## src/hw/rtl/pnce_pkg.sv

```systemverilog
// Shared constants, types and helpers for the periodic neighbor cell enumerator.
// No dependencies; every other file of the block imports this package.
`timescale 1ns / 1ps

package pnce_pkg;

    // Grid geometry
    localparam int AXIS_BITS = 8;                   // bits of one coordinate
    localparam int SIZE_W    = AXIS_BITS + 1;       // effective size, 1 .. 2^AXIS_BITS
    localparam int CFG_W     = 9;                   // size register width
    localparam int CMP_W     = (CFG_W > SIZE_W) ? CFG_W : SIZE_W;
    localparam int PLANE_W   = 2 * SIZE_W;          // size_x * size_y
    localparam int YTERM_W   = AXIS_BITS + SIZE_W;  // y * size_x
    localparam int ZTERM_W   = AXIS_BITS + PLANE_W; // z * plane

    // Input and result words
    localparam int IDX_W    = 24;
    localparam int ORD_W    = 5;
    localparam int RUN_LEN  = 27;
    localparam logic [ORD_W-1:0] LAST_ORD = ORD_W'(RUN_LEN - 1);

    // Configuration registers
    localparam int REG_IDX_W = 2;
    localparam logic [REG_IDX_W-1:0] REG_SIZE_X = 2'd0;
    localparam logic [REG_IDX_W-1:0] REG_SIZE_Y = 2'd1;
    localparam logic [REG_IDX_W-1:0] REG_SIZE_Z = 2'd2;
    localparam logic [CFG_W-1:0]     SIZE_RESET = 9'd16;

    // Divider: RADIX_BITS quotient bits per cycle
    localparam int RADIX_BITS = 3;
    localparam int DIV_STEPS  = IDX_W / RADIX_BITS;
    localparam int STEP_W     = $clog2(DIV_STEPS);

    // Queue depths
    localparam int CQ_DEPTH  = 2;
    localparam int CQ_PTR_W  = $clog2(CQ_DEPTH);
    localparam int CQ_CNT_W  = $clog2(CQ_DEPTH + 1);
    localparam int OUT_DEPTH = 4;
    localparam int OUT_PTR_W = $clog2(OUT_DEPTH);
    localparam int OUT_CNT_W = $clog2(OUT_DEPTH + 1);

    // Effective grid seen by front and back
    typedef struct packed {
        logic [SIZE_W-1:0]  sx;
        logic [SIZE_W-1:0]  sy;
        logic [SIZE_W-1:0]  sz;
        logic [PLANE_W-1:0] plane;
    } geom_t;

    // Center cell handed from front to back
    typedef struct packed {
        logic [AXIS_BITS-1:0] x;
        logic [AXIS_BITS-1:0] y;
        logic [AXIS_BITS-1:0] z;
        logic                 bad;
    } center_t;

    // Zero reads as one, anything above 2^AXIS_BITS saturates
    function automatic logic [SIZE_W-1:0] effective_size(input logic [CFG_W-1:0] raw);
        logic [CMP_W-1:0] s;
        logic [CMP_W-1:0] cap;
        s   = CMP_W'(raw);
        cap = CMP_W'(1) << AXIS_BITS;
        if (s == '0)
            s = CMP_W'(1);
        if (s > cap)
            s = cap;
        return SIZE_W'(s);
    endfunction

endpackage

```

## src/hw/rtl/pnce_front.sv

```systemverilog
// Front part: accepts a center index and splits it into x, y, z by three
// radix-8 divider passes. Depends on pnce_pkg.
`timescale 1ns / 1ps

module pnce_front
    import pnce_pkg::*;
(
    input  logic             clk,
    input  logic             rst_n,
    input  logic             push,
    output logic             full,
    input  logic [IDX_W-1:0] cell_index,
    input  geom_t            geom,
    input  logic             q_full,
    output logic             q_push,
    output center_t          q_data
);

    typedef enum logic [1:0] {S_IDLE, S_DIV, S_HOLD} state_t;

    localparam logic [1:0] PASS_X = 2'd0;
    localparam logic [1:0] PASS_Y = 2'd1;
    localparam logic [1:0] PASS_Z = 2'd2;
    localparam logic [STEP_W-1:0] STEP_LAST = STEP_W'(DIV_STEPS - 1);

    state_t               state_reg;
    logic [1:0]           pass_reg;
    logic [STEP_W-1:0]    step_reg;
    logic [IDX_W-1:0]     dvd_reg;
    logic [AXIS_BITS-1:0] rem_reg;
    center_t              cen_reg;

    logic [SIZE_W-1:0]    divisor;
    logic [IDX_W-1:0]     dvd_step;
    logic [AXIS_BITS-1:0] rem_step;
    logic                 accept;

    // Divisor of the current pass
    always_comb
    begin
        case (pass_reg)
            PASS_X:  divisor = geom.sx;
            PASS_Y:  divisor = geom.sy;
            default: divisor = geom.sz;
        endcase
    end

    // Restoring division, RADIX_BITS quotient bits per cycle
    always_comb
    begin
        logic [SIZE_W-1:0]    t;
        logic [AXIS_BITS-1:0] r;
        logic [IDX_W-1:0]     d;
        r = rem_reg;
        d = dvd_reg;
        for (int i = 0; i < RADIX_BITS; i++)
        begin
            t = {r, d[IDX_W-1]};
            d = {d[IDX_W-2:0], 1'b0};
            if (t >= divisor)
            begin
                t    = t - divisor;
                d[0] = 1'b1;
            end
            r = AXIS_BITS'(t);
        end
        rem_step = r;
        dvd_step = d;
    end

    // Handshakes: a new word may enter in the cycle the finished one leaves
    assign q_push = (state_reg == S_HOLD) && !q_full;
    assign full   = !((state_reg == S_IDLE) || q_push);
    assign accept = push && !full;
    assign q_data = cen_reg;

    // Sequencer
    always_ff @(posedge clk or negedge rst_n)
    begin
        if (!rst_n)
        begin
            state_reg <= S_IDLE;
            pass_reg  <= PASS_X;
            step_reg  <= '0;
            dvd_reg   <= '0;
            rem_reg   <= '0;
            cen_reg   <= '0;
        end
        else if (accept)
        begin
            state_reg <= S_DIV;
            pass_reg  <= PASS_X;
            step_reg  <= '0;
            dvd_reg   <= cell_index;
            rem_reg   <= '0;
        end
        else
        begin
            case (state_reg)
                S_DIV:
                begin
                    dvd_reg <= dvd_step;
                    rem_reg <= rem_step;
                    if (step_reg == STEP_LAST)
                    begin
                        // quotient stays as next dividend, remainder restarts
                        step_reg <= '0;
                        rem_reg  <= '0;
                        case (pass_reg)
                            PASS_X:
                            begin
                                cen_reg.x <= rem_step;
                                pass_reg  <= PASS_Y;
                            end
                            PASS_Y:
                            begin
                                cen_reg.y <= rem_step;
                                pass_reg  <= PASS_Z;
                            end
                            default:
                            begin
                                // nonzero quotient: index beyond the grid
                                cen_reg.z   <= rem_step;
                                cen_reg.bad <= |dvd_step;
                                state_reg   <= S_HOLD;
                            end
                        endcase
                    end
                    else
                    begin
                        step_reg <= step_reg + 1'b1;
                    end
                end
                S_HOLD:
                begin
                    if (q_push)
                        state_reg <= S_IDLE;
                end
                default:
                begin
                    state_reg <= S_IDLE;
                end
            endcase
        end
    end

    // Checks
    a_accept_starts: assert property (@(posedge clk) disable iff (!rst_n)
        accept |=> (state_reg == S_DIV) && (pass_reg == PASS_X) && (step_reg == '0))
        else $error("front: accepted word did not start a division");

    a_pass_range: assert property (@(posedge clk) disable iff (!rst_n)
        (state_reg == S_DIV) |-> (pass_reg == PASS_X || pass_reg == PASS_Y ||
                                  pass_reg == PASS_Z))
        else $error("front: pass counter out of range");

    a_hold_after_z: assert property (@(posedge clk) disable iff (!rst_n)
        $rose(state_reg == S_HOLD) |-> ($past(pass_reg) == PASS_Z) &&
                                       ($past(step_reg) == STEP_LAST))
        else $error("front: hand-off before the z pass finished");

endmodule

```

## src/hw/rtl/pnce_cmd_queue.sv

```systemverilog
// Short queue of center cells between front and back parts.
// Depends on pnce_pkg.
`timescale 1ns / 1ps

module pnce_cmd_queue
    import pnce_pkg::*;
(
    input  logic    clk,
    input  logic    rst_n,
    input  logic    wr,
    input  center_t wr_data,
    output logic    full,
    input  logic    rd,
    output center_t rd_data,
    output logic    empty
);

    center_t             mem [CQ_DEPTH];
    logic [CQ_PTR_W-1:0] wr_ptr_reg;
    logic [CQ_PTR_W-1:0] rd_ptr_reg;
    logic [CQ_CNT_W-1:0] cnt_reg;

    logic do_wr;
    logic do_rd;

    assign full    = (cnt_reg == CQ_CNT_W'(CQ_DEPTH));
    assign empty   = (cnt_reg == '0);
    assign do_wr   = wr && !full;
    assign do_rd   = rd && !empty;
    assign rd_data = mem[rd_ptr_reg];

    // Storage
    always_ff @(posedge clk)
    begin
        if (do_wr)
            mem[wr_ptr_reg] <= wr_data;
    end

    // Pointers and fill count
    always_ff @(posedge clk or negedge rst_n)
    begin
        if (!rst_n)
        begin
            wr_ptr_reg <= '0;
            rd_ptr_reg <= '0;
            cnt_reg    <= '0;
        end
        else
        begin
            if (do_wr)
                wr_ptr_reg <= (wr_ptr_reg == CQ_PTR_W'(CQ_DEPTH - 1)) ? '0 : wr_ptr_reg + 1'b1;
            if (do_rd)
                rd_ptr_reg <= (rd_ptr_reg == CQ_PTR_W'(CQ_DEPTH - 1)) ? '0 : rd_ptr_reg + 1'b1;
            case ({do_wr, do_rd})
                2'b10:   cnt_reg <= cnt_reg + 1'b1;
                2'b01:   cnt_reg <= cnt_reg - 1'b1;
                default: cnt_reg <= cnt_reg;
            endcase
        end
    end

endmodule

```

## src/hw/rtl/pnce_back.sv

```systemverilog
// Back part: walks the 27 offsets of one center, wraps each axis, forms the
// linear index in a three-stage pipeline and queues the results. Depends on pnce_pkg.
`timescale 1ns / 1ps

module pnce_back
    import pnce_pkg::*;
(
    input  logic             clk,
    input  logic             rst_n,
    input  geom_t            geom,
    input  logic             q_empty,
    output logic             q_pop,
    input  center_t          q_data,
    output logic             empty,
    input  logic             pop,
    output logic [IDX_W-1:0] neighbor_index,
    output logic [ORD_W-1:0] offset_ordinal,
    output logic             bad_index,
    output logic             last
);

    typedef struct packed {
        logic [IDX_W-1:0] index;
        logic [ORD_W-1:0] ord;
        logic             bad;
        logic             last;
    } result_t;

    localparam logic [1:0] STEP_MINUS = 2'd0;
    localparam logic [1:0] STEP_PLUS  = 2'd2;

    // Coordinate plus step-1, wrapped into [0, s)
    function automatic logic [AXIS_BITS-1:0] wrap_axis(
        input logic [AXIS_BITS-1:0] c,
        input logic [1:0]           step,
        input logic [SIZE_W-1:0]    s
    );
        logic [SIZE_W-1:0] up;
        up = SIZE_W'(c) + 1'b1;
        case (step)
            STEP_MINUS: return (c == '0) ? AXIS_BITS'(s - 1'b1) : c - 1'b1;
            STEP_PLUS:  return (up == s) ? '0 : AXIS_BITS'(up);
            default:    return c;
        endcase
    endfunction

    // Run walker
    logic             active_reg;
    center_t          cen_reg;
    logic [1:0]       ix_reg;
    logic [1:0]       iy_reg;
    logic [1:0]       iz_reg;
    logic [ORD_W-1:0] ord_reg;

    // Pipeline stages
    logic                 a_valid_reg;
    logic [AXIS_BITS-1:0] a_nx_reg;
    logic [AXIS_BITS-1:0] a_ny_reg;
    logic [AXIS_BITS-1:0] a_nz_reg;
    logic [ORD_W-1:0]     a_ord_reg;
    logic                 a_bad_reg;
    logic                 a_last_reg;

    logic                 b_valid_reg;
    logic [AXIS_BITS-1:0] b_x_reg;
    logic [YTERM_W-1:0]   b_y_reg;
    logic [ZTERM_W-1:0]   b_z_reg;
    logic [ORD_W-1:0]     b_ord_reg;
    logic                 b_bad_reg;
    logic                 b_last_reg;

    // Result queue
    result_t              fifo_mem [OUT_DEPTH];
    logic [OUT_PTR_W-1:0] wr_ptr_reg;
    logic [OUT_PTR_W-1:0] rd_ptr_reg;
    logic [OUT_CNT_W-1:0] cnt_reg;

    logic                 issue;
    logic                 issue_last;
    logic                 load;
    logic                 do_rd;
    logic [OUT_CNT_W:0]   committed;
    result_t              wr_word;
    result_t              rd_word;

    // Credit: queued plus in-flight words must leave room for one more
    assign committed  = (OUT_CNT_W + 1)'(cnt_reg) + (OUT_CNT_W + 1)'(a_valid_reg)
                      + (OUT_CNT_W + 1)'(b_valid_reg);
    assign issue      = active_reg && (committed < (OUT_CNT_W + 1)'(OUT_DEPTH));
    assign issue_last = issue && (ord_reg == LAST_ORD);
    assign load       = (!active_reg || issue_last) && !q_empty;
    assign q_pop      = load;

    // Walker: x outermost, z innermost
    always_ff @(posedge clk or negedge rst_n)
    begin
        if (!rst_n)
        begin
            active_reg <= 1'b0;
            cen_reg    <= '0;
            ix_reg     <= '0;
            iy_reg     <= '0;
            iz_reg     <= '0;
            ord_reg    <= '0;
        end
        else if (load)
        begin
            active_reg <= 1'b1;
            cen_reg    <= q_data;
            ix_reg     <= '0;
            iy_reg     <= '0;
            iz_reg     <= '0;
            ord_reg    <= '0;
        end
        else if (issue_last)
        begin
            active_reg <= 1'b0;
        end
        else if (issue)
        begin
            ord_reg <= ord_reg + 1'b1;
            if (iz_reg == STEP_PLUS)
            begin
                iz_reg <= '0;
                if (iy_reg == STEP_PLUS)
                begin
                    iy_reg <= '0;
                    ix_reg <= ix_reg + 1'b1;
                end
                else
                begin
                    iy_reg <= iy_reg + 1'b1;
                end
            end
            else
            begin
                iz_reg <= iz_reg + 1'b1;
            end
        end
    end

    // Stage valids
    always_ff @(posedge clk or negedge rst_n)
    begin
        if (!rst_n)
        begin
            a_valid_reg <= 1'b0;
            b_valid_reg <= 1'b0;
        end
        else
        begin
            a_valid_reg <= issue;
            b_valid_reg <= a_valid_reg;
        end
    end

    // Stage A: wrapped coordinates; stage B: axis terms
    always_ff @(posedge clk)
    begin
        a_nx_reg   <= wrap_axis(cen_reg.x, ix_reg, geom.sx);
        a_ny_reg   <= wrap_axis(cen_reg.y, iy_reg, geom.sy);
        a_nz_reg   <= wrap_axis(cen_reg.z, iz_reg, geom.sz);
        a_ord_reg  <= ord_reg;
        a_bad_reg  <= cen_reg.bad;
        a_last_reg <= (ord_reg == LAST_ORD);

        b_x_reg    <= a_nx_reg;
        b_y_reg    <= YTERM_W'(a_ny_reg) * YTERM_W'(geom.sx);
        b_z_reg    <= ZTERM_W'(a_nz_reg) * ZTERM_W'(geom.plane);
        b_ord_reg  <= a_ord_reg;
        b_bad_reg  <= a_bad_reg;
        b_last_reg <= a_last_reg;
    end

    // Stage C: sum, kept to the index width
    assign wr_word.index = IDX_W'(b_x_reg) + IDX_W'(b_y_reg) + IDX_W'(b_z_reg);
    assign wr_word.ord   = b_ord_reg;
    assign wr_word.bad   = b_bad_reg;
    assign wr_word.last  = b_last_reg;

    always_ff @(posedge clk)
    begin
        if (b_valid_reg)
            fifo_mem[wr_ptr_reg] <= wr_word;
    end

    // Result queue control
    assign empty = (cnt_reg == '0);
    assign do_rd = pop && !empty;

    always_ff @(posedge clk or negedge rst_n)
    begin
        if (!rst_n)
        begin
            wr_ptr_reg <= '0;
            rd_ptr_reg <= '0;
            cnt_reg    <= '0;
        end
        else
        begin
            if (b_valid_reg)
                wr_ptr_reg <= (wr_ptr_reg == OUT_PTR_W'(OUT_DEPTH - 1)) ? '0
                                                                        : wr_ptr_reg + 1'b1;
            if (do_rd)
                rd_ptr_reg <= (rd_ptr_reg == OUT_PTR_W'(OUT_DEPTH - 1)) ? '0
                                                                        : rd_ptr_reg + 1'b1;
            case ({b_valid_reg, do_rd})
                2'b10:   cnt_reg <= cnt_reg + 1'b1;
                2'b01:   cnt_reg <= cnt_reg - 1'b1;
                default: cnt_reg <= cnt_reg;
            endcase
        end
    end

    // Head word
    assign rd_word        = fifo_mem[rd_ptr_reg];
    assign neighbor_index = rd_word.index;
    assign offset_ordinal = rd_word.ord;
    assign bad_index      = rd_word.bad;
    assign last           = rd_word.last;

    // Checks
    a_cnt_bound: assert property (@(posedge clk) disable iff (!rst_n)
        cnt_reg <= OUT_CNT_W'(OUT_DEPTH))
        else $error("back: result queue count beyond depth");

    a_credit_room: assert property (@(posedge clk) disable iff (!rst_n)
        b_valid_reg |-> (cnt_reg < OUT_CNT_W'(OUT_DEPTH)))
        else $error("back: pipeline word arrived at a full result queue");

    a_run_end: assert property (@(posedge clk) disable iff (!rst_n)
        $fell(active_reg) |-> $past(issue_last))
        else $error("back: run stopped before its last offset");

endmodule

```

## src/hw/rtl/periodic_neighbor_cell_enumerator_core.sv

```systemverilog
// Top level of the periodic neighbor cell enumerator: size registers and
// geometry, front divider, center queue and back emitter. Depends on pnce_pkg.
`timescale 1ns / 1ps

// Each word pushed is a linear cell index (x fastest); the block returns 27
// words, the neighbor indices with periodic wrap, x offset outermost and z
// innermost, the 27th marked by last, bad_index set on the whole run when the
// index lies beyond the grid. The front splits the index with a radix-8
// divider in three passes, one per axis, and takes a new word when idle or
// as the finished one leaves for the center queue; the back emits one result
// per cycle while the result queue has room for it. A two-entry center queue
// and a four-entry result queue let both sides stall on their own.
// Size registers may only be written while the block is idle.
module periodic_neighbor_cell_enumerator_core
    import pnce_pkg::*;
(
    input  logic                 clk,
    input  logic                 rst_n,
    // configuration
    input  logic                 wr_en,
    input  logic [REG_IDX_W-1:0] wr_index,
    input  logic [CFG_W-1:0]     wr_data,
    // input queue side
    input  logic                 push,
    output logic                 full,
    input  logic [IDX_W-1:0]     cell_index,
    // result queue side
    output logic                 empty,
    input  logic                 pop,
    output logic [IDX_W-1:0]     neighbor_index,
    output logic [ORD_W-1:0]     offset_ordinal,
    output logic                 bad_index,
    output logic                 last
);

    logic [CFG_W-1:0]   size_x_reg;
    logic [CFG_W-1:0]   size_y_reg;
    logic [CFG_W-1:0]   size_z_reg;
    logic [PLANE_W-1:0] plane_reg;
    geom_t              geom;

    logic    cq_push;
    logic    cq_full;
    center_t cq_wr_data;
    logic    cq_pop;
    logic    cq_empty;
    center_t cq_rd_data;

    // Size registers; unknown index is ignored
    always_ff @(posedge clk or negedge rst_n)
    begin
        if (!rst_n)
        begin
            size_x_reg <= SIZE_RESET;
            size_y_reg <= SIZE_RESET;
            size_z_reg <= SIZE_RESET;
        end
        else if (wr_en)
        begin
            case (wr_index)
                REG_SIZE_X: size_x_reg <= wr_data;
                REG_SIZE_Y: size_y_reg <= wr_data;
                REG_SIZE_Z: size_z_reg <= wr_data;
                default:    ;
            endcase
        end
    end

    // Effective sizes and registered plane size
    assign geom.sx    = effective_size(size_x_reg);
    assign geom.sy    = effective_size(size_y_reg);
    assign geom.sz    = effective_size(size_z_reg);
    assign geom.plane = plane_reg;

    always_ff @(posedge clk)
    begin
        plane_reg <= PLANE_W'(geom.sx) * PLANE_W'(geom.sy);
    end

    pnce_front u_front (
        .clk        (clk),
        .rst_n      (rst_n),
        .push       (push),
        .full       (full),
        .cell_index (cell_index),
        .geom       (geom),
        .q_full     (cq_full),
        .q_push     (cq_push),
        .q_data     (cq_wr_data)
    );

    pnce_cmd_queue u_cmd_queue (
        .clk     (clk),
        .rst_n   (rst_n),
        .wr      (cq_push),
        .wr_data (cq_wr_data),
        .full    (cq_full),
        .rd      (cq_pop),
        .rd_data (cq_rd_data),
        .empty   (cq_empty)
    );

    pnce_back u_back (
        .clk            (clk),
        .rst_n          (rst_n),
        .geom           (geom),
        .q_empty        (cq_empty),
        .q_pop          (cq_pop),
        .q_data         (cq_rd_data),
        .empty          (empty),
        .pop            (pop),
        .neighbor_index (neighbor_index),
        .offset_ordinal (offset_ordinal),
        .bad_index      (bad_index),
        .last           (last)
    );

endmodule

```

## config.mk

```make
export PLATFORM = sky130hd
export DESIGN_NAME = periodic_neighbor_cell_enumerator_core
export DESIGN_NICKNAME = d
export VERILOG_FILES = /design/src/hw/rtl/pnce_pkg.sv /design/src/hw/rtl/pnce_front.sv /design/src/hw/rtl/pnce_cmd_queue.sv /design/src/hw/rtl/pnce_back.sv /design/src/hw/rtl/periodic_neighbor_cell_enumerator_core.sv
export SDC_FILE = /design/constraint.sdc
export NUM_CORES = 1
export LEC_CHECK = 0
export BUFFER_PORTS_ARGS = -buffer_cell sky130_fd_sc_hd__buf_4
export CAP_MARGIN = 20
export CORE_MARGIN = 1
export CORE_UTILIZATION = 50
export CTS_CLUSTER_SIZE = 40
export DETAILED_ROUTE_END_ITERATION = 7
export PLACE_DENSITY = 0.66
export SYNTH_ARGS = -nofsm -noshare
export SYNTH_HDL_FRONTEND = slang
export SYNTH_SLANG_ARGS = --single-unit
```

## constraint.sdc

```tcl
create_clock -name clk -period 21.8 [get_ports clk]
set_clock_uncertainty 0.1 [all_clocks]
set_input_delay 4.36 -clock clk [delete_from_list [all_inputs] [get_ports clk]]
set_output_delay 4.36 -clock clk [all_outputs]
set_load 0.02 [all_outputs]
```

Word level (Yosys, flattened, before mapping)

Memories as Yosys holds them, arrays and structs flattened. A register that Yosys moved wholly into a read port is not among the register bits.
Cells that the tools add are included.

Memories kept: 2
Bits in writable memories: 174
Output and inout bits: 33
Bits in registers: 221
Bits of input ports: 40

Memories:

| name            | words | bits a word | read ports | clocked after memory_dff | write ports | line                 | source |
|---|---|---|---|---|---|---|---|
| u_back.fifo_mem | 4     | 31          | 1          | 0                        | 1           | pnce_back.sv:73      | `result_t fifo_mem [OUT_DEPTH];` |
| u_cmd_queue.mem | 2     | 25          | 1          | 1                        | 1           | pnce_cmd_queue.sv:18 | `center_t mem [CQ_DEPTH];` |

Add/subtract/negate cells: 29
Reductions and logical operators: 52
Bitwise operators: 2
$lt $le $gt $ge: 7
Mux-type cells: 68
Equal/unequal tests: 24
Multiply operators: 3

Operators with widths:

| cell                                             | number |
|---|---|
| two-way mux 8 bit                                | 12 |
| two-way mux 9 bit                                | 6 |
| two-way mux 24 bit                               | 2 |
| case mux 8 bit (2 select lines)                  | 3 |
| subtractor 8 x 1 -> 8 bit, second input constant | 6 |
| two-way mux 2 bit                                | 23 |
| adder 8 x 1 -> 9 bit, second input constant      | 3 |
| equality test 9 bit                              | 3 |
| greater-or-equal comparator 9 bit                | 3 |
| > comparator 9 bit, second input constant        | 3 |
| logical NOT 9 bit                                | 3 |
| adder 18 x 24 -> 24 bit                          | 1 |
| logical NOT 8 bit                                | 3 |
| multiplier 8 x 18 -> 24 bit                      | 1 |
| OR reduction 24 bit                              | 1 |
| subtractor 8 bit                                 | 3 |
| equality test 2 bit, second input constant       | 10 |
| adder 8 x 17 -> 18 bit                           | 1 |
| multiplier 9 x 9 -> 18 bit                       | 1 |
| case mux 9 bit (2 select lines)                  | 1 |
| multiplier 8 x 9 -> 17 bit                       | 1 |
| AND reduction 4 bit                              | 4 |
| nonzero test 2 bit                               | 8 |
| two-way mux 5 bit                                | 3 |
| 29 further kinds                                 | 80 |

Longest topological paths before layout

Gate-level depths: netlist of run 1.

Word-level depth: 14
Mapped depth: 36
Mapped depth without buffers: 33

Hierarchy

A second synthesis of run 1 with hierarchy kept.

Cells, all modules: 2,708
Area total of the unflattened synthesis: 28,807.6 µm²

Modules (own cells, without submodules):

| module                                 | instances | seq. area each (µm²) | cells an instance | area each (µm²) |
|---|---|---|---|---|
| pnce_back                              | 1         | 6,616.3              | 1,702             | 18,285.0 |
| pnce_front                             | 1         | 1,601.5              | 484               | 4,301.6 |
| periodic_neighbor_cell_enumerator_core | 1         | 1,039.7              | 426               | 4,119.0 |
| pnce_cmd_queue                         | 1         | 1,601.5              | 96                | 2,102.0 |

Worst setup path after synthesis of run 1

OpenSTA, ideal clock, no wires.

Kind: register to register
From: register size_x_reg[8]
To: register u_front.rem_reg[0]
Data arrival time: 7.114 ns
Slack: 14.453 ns
Period minus slack after synthesis: 7.347 ns
Path buffers: 4
Required time: 21.567 ns
Library setup time: 0.133 ns
Stages on the path, launching flop included: 33
Cells stage by stage: dfrtp_1 clkbuf_1 nand2b_1 clkbuf_1 nor2_1 a211oi_1 a21o_1 ha_1 nor2b_1 o211ai_1 a21oi_1 o41a_1 o21ai_1 mux2_2 inv_1 ha_1 nor2b_1 o21a_1 o21ai_0 nand3b_1 a311oi_1 clkbuf_1 mux2i_1 inv_1 ha_1 or3_1 o21ai_0 a21oi_1 a41oi_1 clkbuf_1 nor2_1 a21oi_1 o21ai_0

Word-level cells in the longest chain between the ends: 14
Elaborated cells on any way between the ends: 17
Classes of those cells: add/sub: 3; order compare: 4; mux: 9; reduce/logical: 1

Ends and longest elaborated chain:

| item                                                                         | line                                         | source |
|---|---|---|
| from (decl)                                                                  | periodic_neighbor_cell_enumerator_core.sv:36 | `logic [CFG_W-1:0] size_x_reg;` |
| from (signal assigned)                                                       | periodic_neighbor_cell_enumerator_core.sv:61 | `REG_SIZE_X: size_x_reg <= wr_data;` |
| logical NOT 9 bit                                                            | pnce_pkg.sv:64                               | `if (s == '0)` |
| two-way mux 9 bit *                                                          | pnce_pkg.sv:64                               |  |
| > comparator 9 bit                                                           | pnce_pkg.sv:66                               | `if (s > cap)` |
| two-way mux 9 bit *                                                          | pnce_pkg.sv:66                               |  |
| case mux 9 bit (2 select lines) *                                            | pnce_front.sv:41                             | `case (pass_reg)` |
| subtractor 8 bit / greater-or-equal comparator 9 bit (equally long branches) | pnce_front.sv:62, pnce_front.sv:60           |  |
| two-way mux 8 bit                                                            | pnce_front.sv:60                             | `if (t >= divisor)` |
| subtractor 8 bit / greater-or-equal comparator 9 bit (equally long branches) | pnce_front.sv:62, pnce_front.sv:60           |  |
| two-way mux 8 bit                                                            | pnce_front.sv:60                             |  |
| greater-or-equal comparator 9 bit                                            | pnce_front.sv:60                             |  |
| two-way mux 8 bit *                                                          | pnce_front.sv:60                             |  |
| two-way mux 8 bit *                                                          | pnce_front.sv:104                            | `if (step_reg == STEP_LAST)` |
| two-way mux 8 bit *                                                          | pnce_front.sv:99                             | `case (state_reg)` |
| two-way mux 8 bit *                                                          | pnce_front.sv:89                             | `else if (accept)` |
| to (signal assigned)                                                         | pnce_front.sv:103                            | `rem_reg <= rem_step;` |
| to (decl)                                                                    | pnce_front.sv:30                             | `logic [AXIS_BITS-1:0] rem_reg;` |

Every way passes the cells marked *; elsewhere a longest branch is shown, timed or not. The select of a mux whose other input is x is not followed.
A chain may end at the register's enable or synchronous reset.

Worst setup path after layout of run 1

From: register size_y_reg[8]
To: register u_front.cen_reg (netlist bit u_front.q_data[0])

Word-level cells in the longest chain between the ends: 12
Elaborated cells on any way between the ends: 16
Classes of those cells: add/sub: 2; order compare: 4; mux: 8; reduce/logical: 2

Ends and longest elaborated chain:

| item                                                                         | line                                         | source |
|---|---|---|
| from (decl)                                                                  | periodic_neighbor_cell_enumerator_core.sv:37 | `logic [CFG_W-1:0] size_y_reg;` |
| from (signal assigned)                                                       | periodic_neighbor_cell_enumerator_core.sv:62 | `REG_SIZE_Y: size_y_reg <= wr_data;` |
| logical NOT 9 bit                                                            | pnce_pkg.sv:64                               |  |
| two-way mux 9 bit *                                                          | pnce_pkg.sv:64                               |  |
| > comparator 9 bit                                                           | pnce_pkg.sv:66                               |  |
| two-way mux 9 bit *                                                          | pnce_pkg.sv:66                               |  |
| case mux 9 bit (2 select lines) *                                            | pnce_front.sv:41                             |  |
| subtractor 8 bit / greater-or-equal comparator 9 bit (equally long branches) | pnce_front.sv:62, pnce_front.sv:60           |  |
| two-way mux 8 bit                                                            | pnce_front.sv:60                             |  |
| subtractor 8 bit / greater-or-equal comparator 9 bit (equally long branches) | pnce_front.sv:62, pnce_front.sv:60           |  |
| two-way mux 8 bit                                                            | pnce_front.sv:60                             |  |
| greater-or-equal comparator 9 bit                                            | pnce_front.sv:60                             |  |
| two-way mux 1 bit                                                            | pnce_front.sv:60                             |  |
| OR reduction 24 bit *                                                        | pnce_front.sv:124                            | `cen_reg.bad <= \|dvd_step;` |
| to (decl)                                                                    | pnce_front.sv:31                             | `center_t cen_reg;` |

Every way passes the cells marked *; elsewhere a longest branch is shown, timed or not.

==> impl_metrics.csv, run 1 <==
group,metric,value,unit
status,status,"finished, final reports clean",
timing,period_needed,9.02,ns
timing,fin_tns_setup,0,ns
die,die_h,238,um
grt,grt.overflow.total,0,
cells_and_area,design_area,30500,um^2
placement,portBuffers,72,
grt,grt_pass1_vias,19356,
synthesis,synth.area.top_cells,"edfxtp_1 (19%), fa_1 (14%), dfrtp_1 (12%)",
synthesis,synth_edf_count,174,
synthesis,yosys_most_used_dff,"edfxtp_1",
synthesis,synth_top_area_share,18.8,%
flow_run,max_cap_viol_count,0,
grt,grt_pass1_wl,105000,um
cells_and_area,fin_util,55.6,%
placement,gp_congestion,0.892,
detailed_routing,wl,64800,um
synthesis,syn-instance-count,2634,
cells_and_area,largest-register,"u_back.fifo_mem",
cells_and_area,largest_register_ff_count,124,
clock_network,numCtsBuffers,45,
detailed_routing,routed_via_density,5.52,
die,die_w,238,um
synthesis,netlist.top_cell.by_area,"edfxtp_1",
clock_network,ctsRootBufferMaster,"clkbuf_16",
critical_path,cp_max_fo,33,
grt,grt_max_degree,85,
synthesis,yosys_warnings,0,
critical_path,crit_type,"register to register",
cells_and_area,nNetsFinal,3103,
timing,slew_viol_final,0,
critical_path,required,22.17,ns
critical_path,critPathSlowestCell,"a311oi_2",
die,initial_core_util,50.5,%
critical_path,end_kind,"register",
synthesis,synthesis.nets,3064,
grt,grt_antenna_before_repair,3,
placement,dp_cells,3372,
timing,maxClockFrequency,111,MHz
clock_network,clock_path_buffers,3,
detailed_routing,drtIter0Drc,1123,
die,dieArea,56500,um^2
placement,dpl-instance-area,29100,um^2
critical_path,slowest_delay,0.85,ns
cells_and_area,stdcell_count,3459,
timing,grt_setup_unrepaired,"no",
synthesis,synth-seq-cells,420,
clock_network,cts_hold_buffers,0,
synthesis,synth_common_cells,"nand2_1 (292), inv_1 (287), fa_1 (200), ha_1 (190), edfxtp_1 (174)",
die,pin_count,73,
die,rows,86,
clock_network,htree_num_levels,2,
critical_path,reg2reg_setup_slack,12.78,ns
worst_hold_path,min_path_type,"register to register",
detailed_routing,drtPass1Iterations,7,
synthesis,ys_seq_area_share,39.1,%
detailed_routing,ant_nets,0,
placement,dp_hpwl,49300,um
timing,finalHoldViolCount,0,
synthesis,synthArstFlopShare,33.6,%
clock_network,insertion_delay,0.59,ns
timing,max-slew-margin-rel,32.9,%
synthesis,ys_types,78,
clock_network,post_cts_buffers,0,
detailed_routing,drc,0,
clock_network,clock_sinks,420,
synthesis,synth.most_common_cell,"nand2_1",
detailed_routing,vias,19098,
timing,worst_pin_slew,1.01,ns
clock_network,cts_resized,0,
die,coreArea,55000,um^2
timing,finalSetupViolations,0,
clock_network,cts_tree,"built",
cells_and_area,reg_top3,"u_back.fifo_mem x124, u_cmd_queue.mem x50",
cells_and_area,syn_to_final_growth,9.96,%
synthesis,syn_avg_cell_area,10.5,um^2
critical_path,start_kind,"register",
timing,period_share,41.4,%
cells_and_area,drive_above_1_share,9.89,%
synthesis,syn_area,27800,um^2
detailed_routing,wire_per_inst,18.7,um
clock_network,clk_pin_slew,0.06,ns
critical_path,crit_arrival,9.39,ns
grt,grtUsageTotal,23.7,%
==> cells by family (layout without fill, tap and decap cells) <==
logic type / after synthesis / after routing / share of synthesized area, %
other: 0 / 2 / 0
adder cells (fa/ha/maj): 390 / 390 / 23.0
AND/OR/NAND/NOR: 784 / 784 / 13.3
buffers and inverters: 398 / 473 / 5.40
multiplexers: 114 / 114 / 5.70
XOR/XNOR: 127 / 127 / 4.05
AO/OA/AOI/OAI: 401 / 401 / 9.46
flip-flops: 420 / 420 / 39.1
==> metal layers <==
metal / track usage (%) / vias up / wire (um)
met3: 3.65 / 91 / 3310
met5: 0 / - / 0
met2: 38.8 / 483 / 30600
met1: 32.5 / 9499 / 29300
li1: - / 9025 / -
met4: 7.02 / 0 / 1700
==> cell usage in the layout, fill, tap and decap left out, drive strengths merged, types with 11 or more instances in the layout <==
cell,count
a21o,18
a21oi,132
a221oi,12
a22oi,38
a31oi,15
and2,117
and3,18
buf,102
clkbuf,68
dfrtp,138
dfxtp,105
edfxtp,174
fa,200
ha,190
inv,288
mux2,44
mux2i,39
mux4,31
nand2,292
nand2b,21
nand3,32
nand4,16
nor2,162
nor2b,28
nor3,49
nor4,11
o21a,20
o21ai,65
o21bai,15
or3,13
xnor2,94
xor2,32
==> worst max-delay path, delay by kind of cell (launching register included) <==
kind | cells | cell delay (ns)
adder cells (fa/ha/maj) | 3 | 0.93
buffers and inverters | 3 | 0.41
flip-flops | 1 | 0.75
AND/OR/NAND/NOR | 7 | 2.10
multiplexers | 2 | 1.04
AO/OA/AOI/OAI | 13 | 3.54
==> per-stage QoR <==
stage | hold slack [ns] | setup WS [ns]
global route | 0.244 | 11.95
global placement | 0.213 | 13.01
finish | 0.231 | 12.78
CTS | 0.234 | 12.84
floorplan | 0.210 | 14.45
detailed placement | 0.220 | 12.88
==> final cells by class <==
class	instances	area (um^2)
clock buffers	68	1290
flip-flops and latches	420	10900
diodes	2	5.00
inverters	287	1080
well taps	748	936
repair buffers	103	782
clock inverters	15	159
fillers	4805	24400
multi-input cells	1816	15400
==> path summary, 6_finish.rpt <==
kind | depth (start not counted) | endpoint | startpoint
max reg2reg | 28 | u_front.q_data[0]$_DFFE_PN0P_ | size_y_reg[8]$_DFFE_PN0P_
max in group asynchronous | 2 | size_z_reg[5]$_DFFE_PN0P_ | rst_n
min reg2reg | 0 | u_back.b_ord_reg[3]$_DFF_P_ | u_back.a_ord_reg[3]$_DFF_P_
min | 0 | u_back.b_ord_reg[3]$_DFF_P_ | u_back.a_ord_reg[3]$_DFF_P_
min in group asynchronous | 1 | u_back.iy_reg[1]$_DFFE_PN0P_ | rst_n
max | 28 | u_front.q_data[0]$_DFFE_PN0P_ | size_y_reg[8]$_DFFE_PN0P_
Power of run 1 is not shown: default switching activity piles up to over one toggle a cycle in this logic, so the estimate is an artifact.
==> run 2, diff against run 1 <==
clock period = 9.5 ns   (was 21.8 ns; I/O delays follow)
==> run 2 against run 1 <==
Net effect: worst hold slack lost 0.0045 ns; via count shrank 0.64%; sequential share of layout area shrank 0.087 points; first-iteration DRC count shrank 17%; register-to-register slack lost 12 ns; fmax grew 8.2%; worst setup slack lost 12 ns; largest cell class unchanged; flip-flop and latch count is the same; highest routed layer is now met5.
==> impl_metrics.csv, run 2 (same netlist as run 1, synthesis figures left out) <==
group,metric,value,unit
timing,finalHoldViolCount,0,
critical_path,crit_arrival,8.71,ns
critical_path,crit_path_frequent_cell,"a21oi_1",
worst_hold_path,hold_path_depth,0,
grt,grtUsageMet2,39.6,%
die,die_w,238,um
grt,grt_pass1_wl,107000,um
cells_and_area,drive_above_1_share,10.1,%
cells_and_area,largest-register,"u_back.fifo_mem",
critical_path,reg2reg_setup_slack,1.16,ns
timing,period_share,87.8,%
critical_path,critPathSlowestCell,"nor2_1",
clock_network,ctsRootBufferMaster,"clkbuf_16",
worst_hold_path,hold_end,"u_back.b_x_reg[0]$_DFF_P_",
flow_run,max_cap_viol_count,0,
clock_network,clk_pin_slew,0.06,ns
grt,grtUsageTotal,24.1,%
detailed_routing,ant_nets,0,
grt,grt_pass1_vias,19603,
detailed_routing,wl,66200,um
grt,grt_max_degree,94,
die,coreArea,55000,um^2
die,initial_core_util,50.5,%
cells_and_area,syn_to_final_growth,10.2,%
die,pin_count,73,
timing,period_needed,8.34,ns
clock_network,clock_path_buffers,3,
clock_network,post_cts_buffers,0,
placement,portBuffers,72,
grt,use_met3,3.93,%
detailed_routing,vias,18975,
grt,grt.overflow.total,0,
clock_network,cts_hold_buffers,0,
critical_path,crit_type,"register to register",
clock_network,insertion_delay,0.58,ns
grt,met1_usage,32.4,%
cells_and_area,largest_register_ff_count,124,
clock_network,numCtsBuffers,44,
detailed_routing,drtIter0Drc,935,
timing,maxClockFrequency,120,MHz
placement,gp_congestion,0.877,
cells_and_area,layout_common_cells,"nand2_1 (292), inv_1 (287), fa_1 (200)",
critical_path,slowest_delay,0.48,ns
placement,dp_hpwl,50500,um
critical_path,r2r_end,"u_front.q_data[0]$_DFFE_PN0P_",
grt,grt_antenna_before_repair,3,
grt,busiest_layer,"met2",
clock_network,cts_tree,"built",
detailed_routing,drtPass1Iterations,5,
critical_path,timing.rr.start,"size_y_reg[2]$_DFFE_PN0P_",
die,rows,86,
timing,max-slew-margin-rel,29.1,%
critical_path,start_kind,"register",
clock_network,cts_resized,0,
detailed_routing,wire_per_inst,19.1,um
critical_path,cp_max_fo,14,
timing,finalSetupViolations,0,
cells_and_area,nNetsFinal,3103,
clock_network,htree_num_levels,2,
cells_and_area,final_common_cell,"nand2_1",
die,die_h,238,um
critical_path,r2r_cells,32,
detailed_routing,routed_via_density,5.49,
die,dieArea,56500,um^2
worst_hold_path,min_path_type,"register to register",
cells_and_area,reg_top3,"u_back.fifo_mem x124, u_cmd_queue.mem x50",
clock_network,clock_sinks,420,
cells_and_area,n_fill_cell,4786,
critical_path,end_kind,"register",
timing,worst_pin_slew,1.04,ns
detailed_routing,drc,0,
status,status,"finished, final reports clean",
cells_and_area,antennaDiodeCount,0,
critical_path,required,9.87,ns
worst_hold_path,hp-start,"u_back.a_nx_reg[0]$_DFF_P_",
timing,timing.hold.ws,0.227,ns
timing,slew_viol_final,0,
timing,grt_setup_unrepaired,"no",
timing,fin_tns_setup,0,ns
[run 2: cell type report]
class / instances / area, um^2 / share of cell area [%]
clock buffer: 63 / 1290 / 4.21
inverter: 287 / 1080 / 3.52
clock inverter: 19 / 235 / 0.768
sequential: 420 / 10900 / 35.5
multi-input combinational: 1816 / 15400 / 50.4
timing repair buffer: 104 / 785 / 2.56
tap: 748 / 936 / 3.06
[run 2: worst max path at each step]
stage | endpoint | slack [ns] | from | cells after the start
floorplan | u_front.rem_reg[0]$_DFFE_PN0P_ | 2.15 | size_x_reg[8]$_DFFE_PN0P_ | 32
global route | u_front.q_data[0]$_DFFE_PN0P_ | 0.50 | size_y_reg[2]$_DFFE_PN0P_ | 33
finish | u_front.q_data[0]$_DFFE_PN0P_ | 1.16 | size_y_reg[2]$_DFFE_PN0P_ | 32
global placement | u_front.q_data[0]$_DFFE_PN0P_ | 1.41 | size_y_reg[2]$_DFFE_PN0P_ | 31
detailed placement | u_front.q_data[0]$_DFFE_PN0P_ | 1.21 | size_y_reg[2]$_DFFE_PN0P_ | 31
CTS | u_front.q_data[0]$_DFFE_PN0P_ | 1.18 | size_y_reg[2]$_DFFE_PN0P_ | 32
[run 2: worst max-delay path: cells and delay by family, from the launching register on]
family / cells / cell delay [ns]
flip-flops: 1 / 0.47
adder cells (fa/ha/maj): 3 / 0.74
AND/OR/NAND/NOR: 8 / 1.78
multiplexers: 2 / 0.83
buffers and inverters: 4 / 0.61
AO/OA/AOI/OAI: 15 / 3.69
[run 2: per-layer routing]
layer | vias to the layer above | routed length, um
met2 | 443 | 31000
met5 | - | 23
li1 | 9023 | -
met4 | 4 | 2090
met3 | 96 | 3210
met1 | 9409 | 29900
[run 2: metrics by stage]
| stage | area, um^2 | setup WS, ns | utilization, % | cells |
|---|---|---|---|---|
| global route | 30600 | 0.496 | 55.7 | 3457 |
| finish | 30600 | 1.16 | 55.7 | 3457 |
| detailed placement | 29100 | 1.21 | 52.9 | 3375 |
| CTS | 30600 | 1.18 | 55.7 | 3457 |
| global placement | 29100 | 1.41 | 52.9 | 3375 |
| floorplan | 27800 | 2.15 | - | 2634 |
Power of run 2 is left out for the same reason.
